### src/sv/drld_pkg.sv
// Shared types and constants of the data run list decoder.
// No dependencies; compiled first.
package drld_pkg;

    localparam int DEF_MAX_LENGTH_BYTES = 8;
    localparam int DEF_MAX_OFFSET_BYTES = 4;
    localparam int MAX_KEPT_OFF         = 4;
    localparam int LENGTH_W             = 64;
    localparam int OFFSET_W             = 32;
    localparam int KEPT_W               = 3;

    typedef struct packed {
        logic [LENGTH_W-1:0]        run_length;
        logic signed [OFFSET_W-1:0] run_offset;
        logic                       sparse_run;
        logic                       end_of_list;
        logic                       oversize_field;
    } result_t;

endpackage

### src/sv/drld_sign_ext.sv
// Sign extension of the gathered run offset from its highest kept byte.
// Depends on drld_pkg.
module drld_sign_ext
    import drld_pkg::*;
#(
    parameter int KEPT_BYTES = DEF_MAX_OFFSET_BYTES
)(
    input  logic [8*KEPT_BYTES-1:0]  acc,
    input  logic [KEPT_W-1:0]        kept,
    output logic signed [OFFSET_W-1:0] ext
);

    logic [OFFSET_W-1:0] wide;
    logic                sign;

    assign wide = OFFSET_W'(acc);

    always_comb
    begin
        sign = 1'b0;
        unique case (kept)
            3'd1:    sign = wide[7];
            3'd2:    sign = wide[15];
            3'd3:    sign = wide[23];
            default: sign = 1'b0;
        endcase
    end

    always_comb
    begin
        ext = wide;
        for (int j = 1; j < OFFSET_W / 8; j++)
        begin
            if (sign && (kept <= KEPT_W'(j)))
            begin
                ext[8*j +: 8] = 8'hff;
            end
        end
    end

endmodule

### config.mk
export PLATFORM = sky130hd
export DESIGN_NAME = drld_sign_ext
export DESIGN_NICKNAME = d
export VERILOG_FILES = /design/src/sv/drld_pkg.sv /design/src/sv/drld_sign_ext.sv
export SDC_FILE = /design/constraint.sdc
export NUM_CORES = 1
export LEC_CHECK = 0
export BUFFER_PORTS_ARGS = -buffer_cell sky130_fd_sc_hd__buf_4
export CAP_MARGIN = 20
export CORE_AREA = 5 5 42 44
export DETAILED_ROUTE_END_ITERATION = 8
export DIE_AREA = 0 0 47 49
export GPL_TIMING_DRIVEN = 0
export MAX_ROUTING_LAYER = met4
export PLACE_DENSITY = 0.85
export REMOVE_ABC_BUFFERS = 1
export SLEW_MARGIN = 20
export SYNTH_ARGS = -nofsm -noshare
export SYNTH_HDL_FRONTEND = slang
export SYNTH_SLANG_ARGS = --single-unit
### constraint.sdc
create_clock -name vclk -period 1.89
set_clock_uncertainty 0.15 [all_clocks]
set_input_delay 0.2835 -clock vclk [all_inputs]
set_output_delay 0.2835 -clock vclk [all_outputs]
set_load 0.05 [all_outputs]
==> results of run 1 <==
==> repair_timing <==
action | CTS | global route
gates resized for setup | 1 | 1
endpoints found under the hold margin | 0 | 0
endpoints found under the setup margin | 16 | 3
pin swaps | 0 | 0
==> cell usage in the layout, fill, tap and decap left out <==
master and count:
inv_1 8, nand4bb_4 2, o211ai_1 6, mux2i_2 1, o211ai_2 2, nand2b_1 9
buf_4 53, nand3b_1 8
==> kinds of logic after synthesis <==
family	count (synthesis)	synth area share [%]
compound gates	8	19.6
buf+inv	20	33.0
mux	1	3.86
simple gates	19	43.5
==> layout make-up <==
| cell class | count | area (um2) |
|---|---|---|
| Fill cell | 153 | 698 |
| Inverter | 8 | 30.0 |
| Multi-Input combinational cell | 28 | 255 |
| Tap cell | 16 | 20.0 |
| Timing Repair Buffer | 53 | 398 |
==> worst paths after layout <==
check                 endpoint  slack, ns  cells after the start
worst max-delay path   ext[24]       0.24                      4
worst min-delay path    ext[0]       0.42                      0
==> per-layer routing <==
metal / GRT usage [%] / up-vias / routed length, um
li1: - / 236 / -
met1: 10.5 / 199 / 448
met2: 19.0 / 39 / 684
met3: 2.95 / 0 / 205
met4: 0 / 0 / 0
met5: - / - / 0
==> where the power goes <==
part           internal (mW)  total, mW  switching [mW]
sequential                 0          0               0
clock                      0          0               0
combinational          0.107      0.287           0.180
total                  0.107      0.287           0.180
==> stage by stage <==
step           TNS [ns]  cell area, um2  setup slack, ns
4_1_cts               0             692           0.0407
2_1_floorplan         0             269           0.0185
5_1_grt               0             703            0.164
3_3_place_gp      -1.62             687           -0.161
6_report              0             703            0.237
3_5_place_dp      -2.27             687           -0.194
==> impl_results.md, run 1 <==
- Worst-path fanout max: 8
- Die X: 47 um
- CP Capture Type: output port
- Global-route wire length before repair: 1840 um
- Cell Chain, Critical Path: buf_4, mux2i_2, o211ai_1, buf_4
- Number of global-route vias before repair: 409
- I/O Pins: 67
- Gr usage total: 10.1%
- Final #Nets: 126
- Buffers added on ports: 53
- Slew HR: 67.1%
- Vias/cell: 4.51
- Main area contributors after synthesis: buf_4, nand3b_1, nand2b_1
- Worst path bufs/invs: 2
- RSZ-0062 raised after global routing: false
- Die Area: 2300 um2
- Final sequential cell count: 0
- Total power: 0.287 mW
- WL per Instance: 12.8 um
- Crit path DAT: 1.22 ns
- Seq/Total Area, Yosys: 0%
- Drc violations: 0
- Outcome: completed
- CTS Hold Bufs: 0
- Syn avg cell area: 7.43 um2
- Worst Setup SP: kept[1]
- Max VDD drop: 155 uV
- Hold Crit Class: in2out
- Fraction of layout cells with a size suffix above 1: 65.2%
- Post-layout util: 50.2%
- Total Wirelength: 1340 um
- Cell mode on critical path: buf_4
- Final Hold Viols: 0
- Worst Max-Slew Pin Slew: 0.484 ns
- Max Cap Violations: 0
- Antenna Nets Post-Route: 0
- Antenna violations before repair: 0
- Starting Density: 25.4%
- # clk buffers: 0
- Non-filler cells, final: 105
- Yosys warns: 0
- Fin crit share: 87.5%
- Yosys top cell by area: buf_4
- Total setup buffers inserted after CTS: 0
- Number of slew-limit violations in the final report: 0
- Dpl cells: 105
- GRT overflow: 0
- Detailed-route via count: 474
- Netlist cell types: 12
- Fmax: 605 MHz
- Pwr Density: 408 nW/um2
- Largest net degree at the start of global routing: 17
- Critical Path RT: 1.46 ns
- Synthesized area: 357 um2
- Final min period: 1.65 ns
- Total core area: 1400 um2
- Die Height: 49 um
- Ant. Diodes: 0
- FF/Latch Area: 0 um2
- CP max-delay cell: mux2i_2
- Slowest cell delay on critical path: 0.46 ns
- Setup violators final: 0
- Hold_ws: 0.417 ns
- Top delay family on crit path: multiplexers
- Syn Inst Count: 48
- Area Overhead vs Synth: 97.2%
- Iteration count of the initial detailed-routing pass: 3
- DP Wirelength: 1160 um
- Row count: 14
- Critical path class: in2out
- GPL Wtd Cong: 0.730
- Hold Startpoint: acc[0]
- Post-synth top area share: 18.9%
- Critical path launch point type: input port
- First-iteration detailed-routing DRC count: 3
- Lkg Pwr: 0.382 nW
- Synth cell count leaders: buf_4, nand2b_1, inv_1, nand3b_1, o211ai_1
(Power assumes the default switching activity.)
==> run 2: changes to the inputs <==
- CORE_AREA: 5 5 42 44 -> unset
- CORE_MARGIN: unset -> 5
- CORE_UTILIZATION: unset -> 25
- DIE_AREA: 0 0 47 49 -> unset
- PLACE_DENSITY: 0.85 -> 0.84
- SKIP_LAST_GASP: unset -> 1
- clock period: 1.89 -> 1.4 ns (I/O delays scaled with it)
==> impl_results.md, run 2 (same netlist as run 1, synthesis figures left out) <==
- Max VDD drop: 206 uV
- Drc violations: 0
- Final Worst Setup Slack: 0.0511 ns
- Antenna Nets Post-Route: 0
- GPL Wtd Cong: 0.693
- Final sequential cell count: 0
- Met1 usage: 16.6%
- Setup violators final: 0
- RSZ-0062 raised after global routing: true
- Number of global-route vias before repair: 476
- CTS Hold Bufs: 0
- WL per Instance: 14.7 um
- Max Cap Violations: 0
- I/O Pins: 67
- GRT overflow: 0
- Detailed-route via count: 505
- Met3 usage: 2.63%
- Critical path class: in2out
- Lkg Pwr: 0.418 nW
- First-iteration detailed-routing DRC count: 4
- Hold Crit Class: in2out
- Ant. Diodes: 0
- Die Height: 47.8 um
- Vias/cell: 4.68
- Met2 usage: 24.3%
- Number of slew-limit violations in the final report: 0
- Buffers added on ports: 53
- Cells on Worst Hold Path: 0
- Pint: 0.166 mW
- Sw frac: 60.6%
- Pwr Density: 520 nW/um2
- Sequential Power Share: 0%
- Comb power frac: 100.0%
- Antenna violations before repair: 0
- Most common cell after layout, fill and taps aside: buf_4
- Fraction of layout cells with a size suffix above 1: 67.7%
- Row count: 13
- DP Wirelength: 1230 um
- Fill count: 120
- Die X: 47.8 um
- Final min period: 1.35 ns
- Fin crit share: 96.3%
- Area Overhead vs Synth: 128%
- Crit path DAT: 0.99 ns
- Die Area: 2280 um2
- Final Hold Viols: 0
- Total Wirelength: 1590 um
- Setup slack at placement: -0.493 ns
- Starting Density: 27.1%
- Critical Path RT: 1.04 ns
- Outcome: completed
- P_sw: 0.256 mW
- Largest net degree at the start of global routing: 9
- Fmax: 741 MHz
- # clk buffers: 0
- Setup_tns: 0 ns
- CP Capture Type: output port
- Critical path launch point type: input port
- Slew HR: 79.4%
- Worst-path fanout max: 8
- Total core area: 1320 um2
- Most frequent cells in the layout: buf_4, nand2b_1, nand3b_1, inv_1, o211ai_1
- Worst Max-Slew Pin Slew: 0.303 ns
- Final #Nets: 130
- Gr usage total: 13.6%
- FF/Latch Area: 0 um2
- GRT busiest layer: met2
- Global-route wire length before repair: 2240 um
- Clock network power share: 0%
- Iteration count of the initial detailed-routing pass: 2
==> run 2: layout make-up <==
class | instances | area, um2 | share of cell area, %
inverter | 8 | 30.0 | 3.70
multi-input combinational | 30 | 327 | 40.2
tap | 15 | 18.8 | 2.31
timing repair buffer | 55 | 437 | 53.8
==> run 2: stage by stage <==
step	power, mW	instances	hold slack, ns	instance area (um2)	utilization (%)
finish	0.422	108	0.270	812	61.6
detailed placement	0.387	104	0.271	686	52.0
CTS	0.411	106	0.271	761	57.7
global route	0.441	108	0.270	812	61.6
global placement	0.382	104	0.271	686	52.0
floorplan	0.231	36	0.270	269	-
==> run 2: worst paths after layout <==
| path | start | end |
|---|---|---|
| worst max-delay path | acc[7] | ext[27] |
| worst min-delay path | acc[0] | ext[0] |
==> run 2: what timing repair did <==
| action | in CTS | in global routing |
|---|---|---|
| endpoints found under the hold margin | 0 | 0 |
| buffers inserted | 0 | 2 |
| gates cloned | 2 | 0 |
| endpoints found under the setup margin | 16 | 23 |
| resized for setup | 6 | 7 |
| pin swaps | 2 | 4 |
==> run 2: worst max-delay path: stages <==
cell and delay [ns]:
buf_4 0.15, mux2i_4 0.28, o211ai_1 0.14, buf_4 0.20
==> run 2: layer usage <==
layer	vias to the layer above	wire (um)
li1	250	-
met1	227	601
met2	28	887
met3	0	103
met4	0	0
met5	-	0
==> run 2: power by group through the flow <==
stage               registers [mW]  logic [mW]  clock network [mW]
global placement                 0       0.382                   0
detailed placement               0       0.387                   0
global route                     0       0.441                   0
floorplan                        0       0.231                   0
CTS                              0       0.411                   0
finish                           0       0.422                   0
==> run 3: changes to the inputs <==
- ABC_AREA: unset -> 1
- PLACE_DENSITY: 0.84 -> 0.82
- SLEW_MARGIN: 20 -> unset
==> impl_results.md, run 3 <==
- Met3 usage: 3.37%
- Antenna violations before repair: 0
- Non-filler cells, final: 133
- First-iteration detailed-routing DRC count: 7
- CP Capture Type: output port
- Lkg Pwr: 0.572 nW
- Synth cell count leaders: inv_1, nand3_1, nand2_1, buf_4, nand3_2
- FF/Latch Area: 0 um2
- Clock network power share: 0%
- Crit path DAT: 1.01 ns
- Sw frac: 61.3%
- Setup violators final: 0
- Drc violations: 0
- Total Wirelength: 1520 um
- Final sequential cell count: 0
- Antenna Nets Post-Route: 0
- Iteration count of the initial detailed-routing pass: 3
- Fin crit share: 97.5%
- Comb power frac: 100.0%
- Final #Nets: 154
- Area Overhead vs Synth: 144%
- Sequential Power Share: 0%
- Syn Inst Count: 69
- Worst-path fanout max: 8
- Hold Crit Class: in2out
- Max VDD drop: 247 uV
- Row count: 14
- Detailed-route via count: 573
- Fmax: 733 MHz
- DP Wirelength: 1100 um
- Met1 usage: 12.1%
- Yosys top cell by area: inv_1
- P_sw: 0.279 mW
- Synthesized area: 374 um2
- Pwr Density: 498 nW/um2
- Buffers added on ports: 53
- CTS Hold Bufs: 0
- Pint: 0.176 mW
- Total power: 0.455 mW
- Seq/Total Area, Yosys: 0%
- Cell Chain, Critical Path: buf_12, clkinvlp_4, nor2_4, nand3_4, nand3_2, buf_8
- Main area contributors after synthesis: inv_1, nand3_1, buf_4
- Slew HR: 84.9%
- Critical Path RT: 1.04 ns
- Worst Max-Slew Pin Slew: 0.227 ns
- Die X: 48.7 um
- Final min period: 1.37 ns
- Dpl cells: 128
- Fill count: 127
- Gr usage total: 10.3%
- Outcome: completed
- Syn avg cell area: 5.42 um2
- GPL Wtd Cong: 0.699
- Critical path launch point type: input port
- Most frequent cells in the layout: buf_4, inv_1, buf_6, nand2_1, nand3_2
- CP max-delay cell: nand3_4
- I/O Pins: 67
- Global-route wire length before repair: 2130 um
- Count leader, synth: inv_1
- RSZ-0062 raised after global routing: true
- Number of global-route vias before repair: 524
- Post-synth top area share: 28.1%
- WL per Instance: 11.4 um
- Critical path class: in2out
- Worst path bufs/invs: 3
- Slowest cell delay on critical path: 0.16 ns
- Ant. Diodes: 0
- Met2 usage: 18.0%
- Die Height: 48.7 um
- Most common cell after layout, fill and taps aside: buf_4
- Netlist cell types: 10
- Max Cap Violations: 0
- Fraction of layout cells with a size suffix above 1: 64.1%
- Vias/cell: 4.31
- Yosys warns: 0
- Number of slew-limit violations in the final report: 0
- Die Area: 2370 um2
- Top delay family on crit path: simple AND/OR/NAND/NOR gates
- Final Hold Viols: 0
- Total core area: 1450 um2
- GRT busiest layer: met2
- Starting Density: 25.7%
- GRT overflow: 0
- Largest net degree at the start of global routing: 17
- # clk buffers: 0
==> run 3: final cells by class <==
| cell class | count | area, um2 | share of cell area, % |
|---|---|---|---|
| well taps | 16 | 20.0 | 2.19 |
| inverters | 28 | 109 | 11.9 |
| multi-input cells | 33 | 293 | 32.0 |
| repair buffers | 56 | 493 | 53.9 |
==> run 3: power by group through the flow <==
stage / logic, mW / clock network, mW / registers [mW]
4_1_cts: 0.387 / 0 / 0
5_1_grt: 0.478 / 0 / 0
3_3_place_gp: 0.383 / 0 / 0
3_5_place_dp: 0.387 / 0 / 0
2_1_floorplan: 0.230 / 0 / 0
6_report: 0.455 / 0 / 0
==> run 3: what timing repair did <==
item                       in CTS  in global routing
setup buffers                   0                  3
setup endpoints to repair       1                 22
gates resized for setup         0                 36
gates cloned                    0                  2
pin swaps                       0                  5
==> run 3: logic make-up (layout without fill, tap and decap cells) <==
group	count (synthesis)	after routing	synth area share (%)
buf+inv	38	84	50.2
simple gates	31	33	49.8
==> run 3: final timing paths <==
kind / start / to / cells past startpoint
setup / recovery: kept[0] / ext[31] / 6
hold / removal: acc[0] / ext[0] / 0
==> run 3: through the flow <==
| stage | instance area [um2] | TNS (ns) | util (%) | hold slack [ns] | setup WS (ns) |
|---|---|---|---|---|---|
| 2_1_floorplan | 292 | 0 | - | 0.270 | 0.0945 |
| 3_3_place_gp | 709 | 0 | 48.8 | 0.271 | 0.00953 |
| 3_5_place_dp | 709 | -0.0239 | 48.8 | 0.271 | -0.0105 |
| 4_1_cts | 709 | -0.00289 | 48.8 | 0.271 | -0.00289 |
| 5_1_grt | 915 | -0.0276 | 62.9 | 0.270 | -0.0119 |
| 6_report | 915 | 0 | 62.9 | 0.270 | 0.0349 |
==> run 3: metal layers <==
metal / vias up / part of all wire (%)
met5: - / 0
met4: 0 / 0
met3: 0 / 11
met2: 43 / 53
met1: 236 / 36
li1: 294 / -
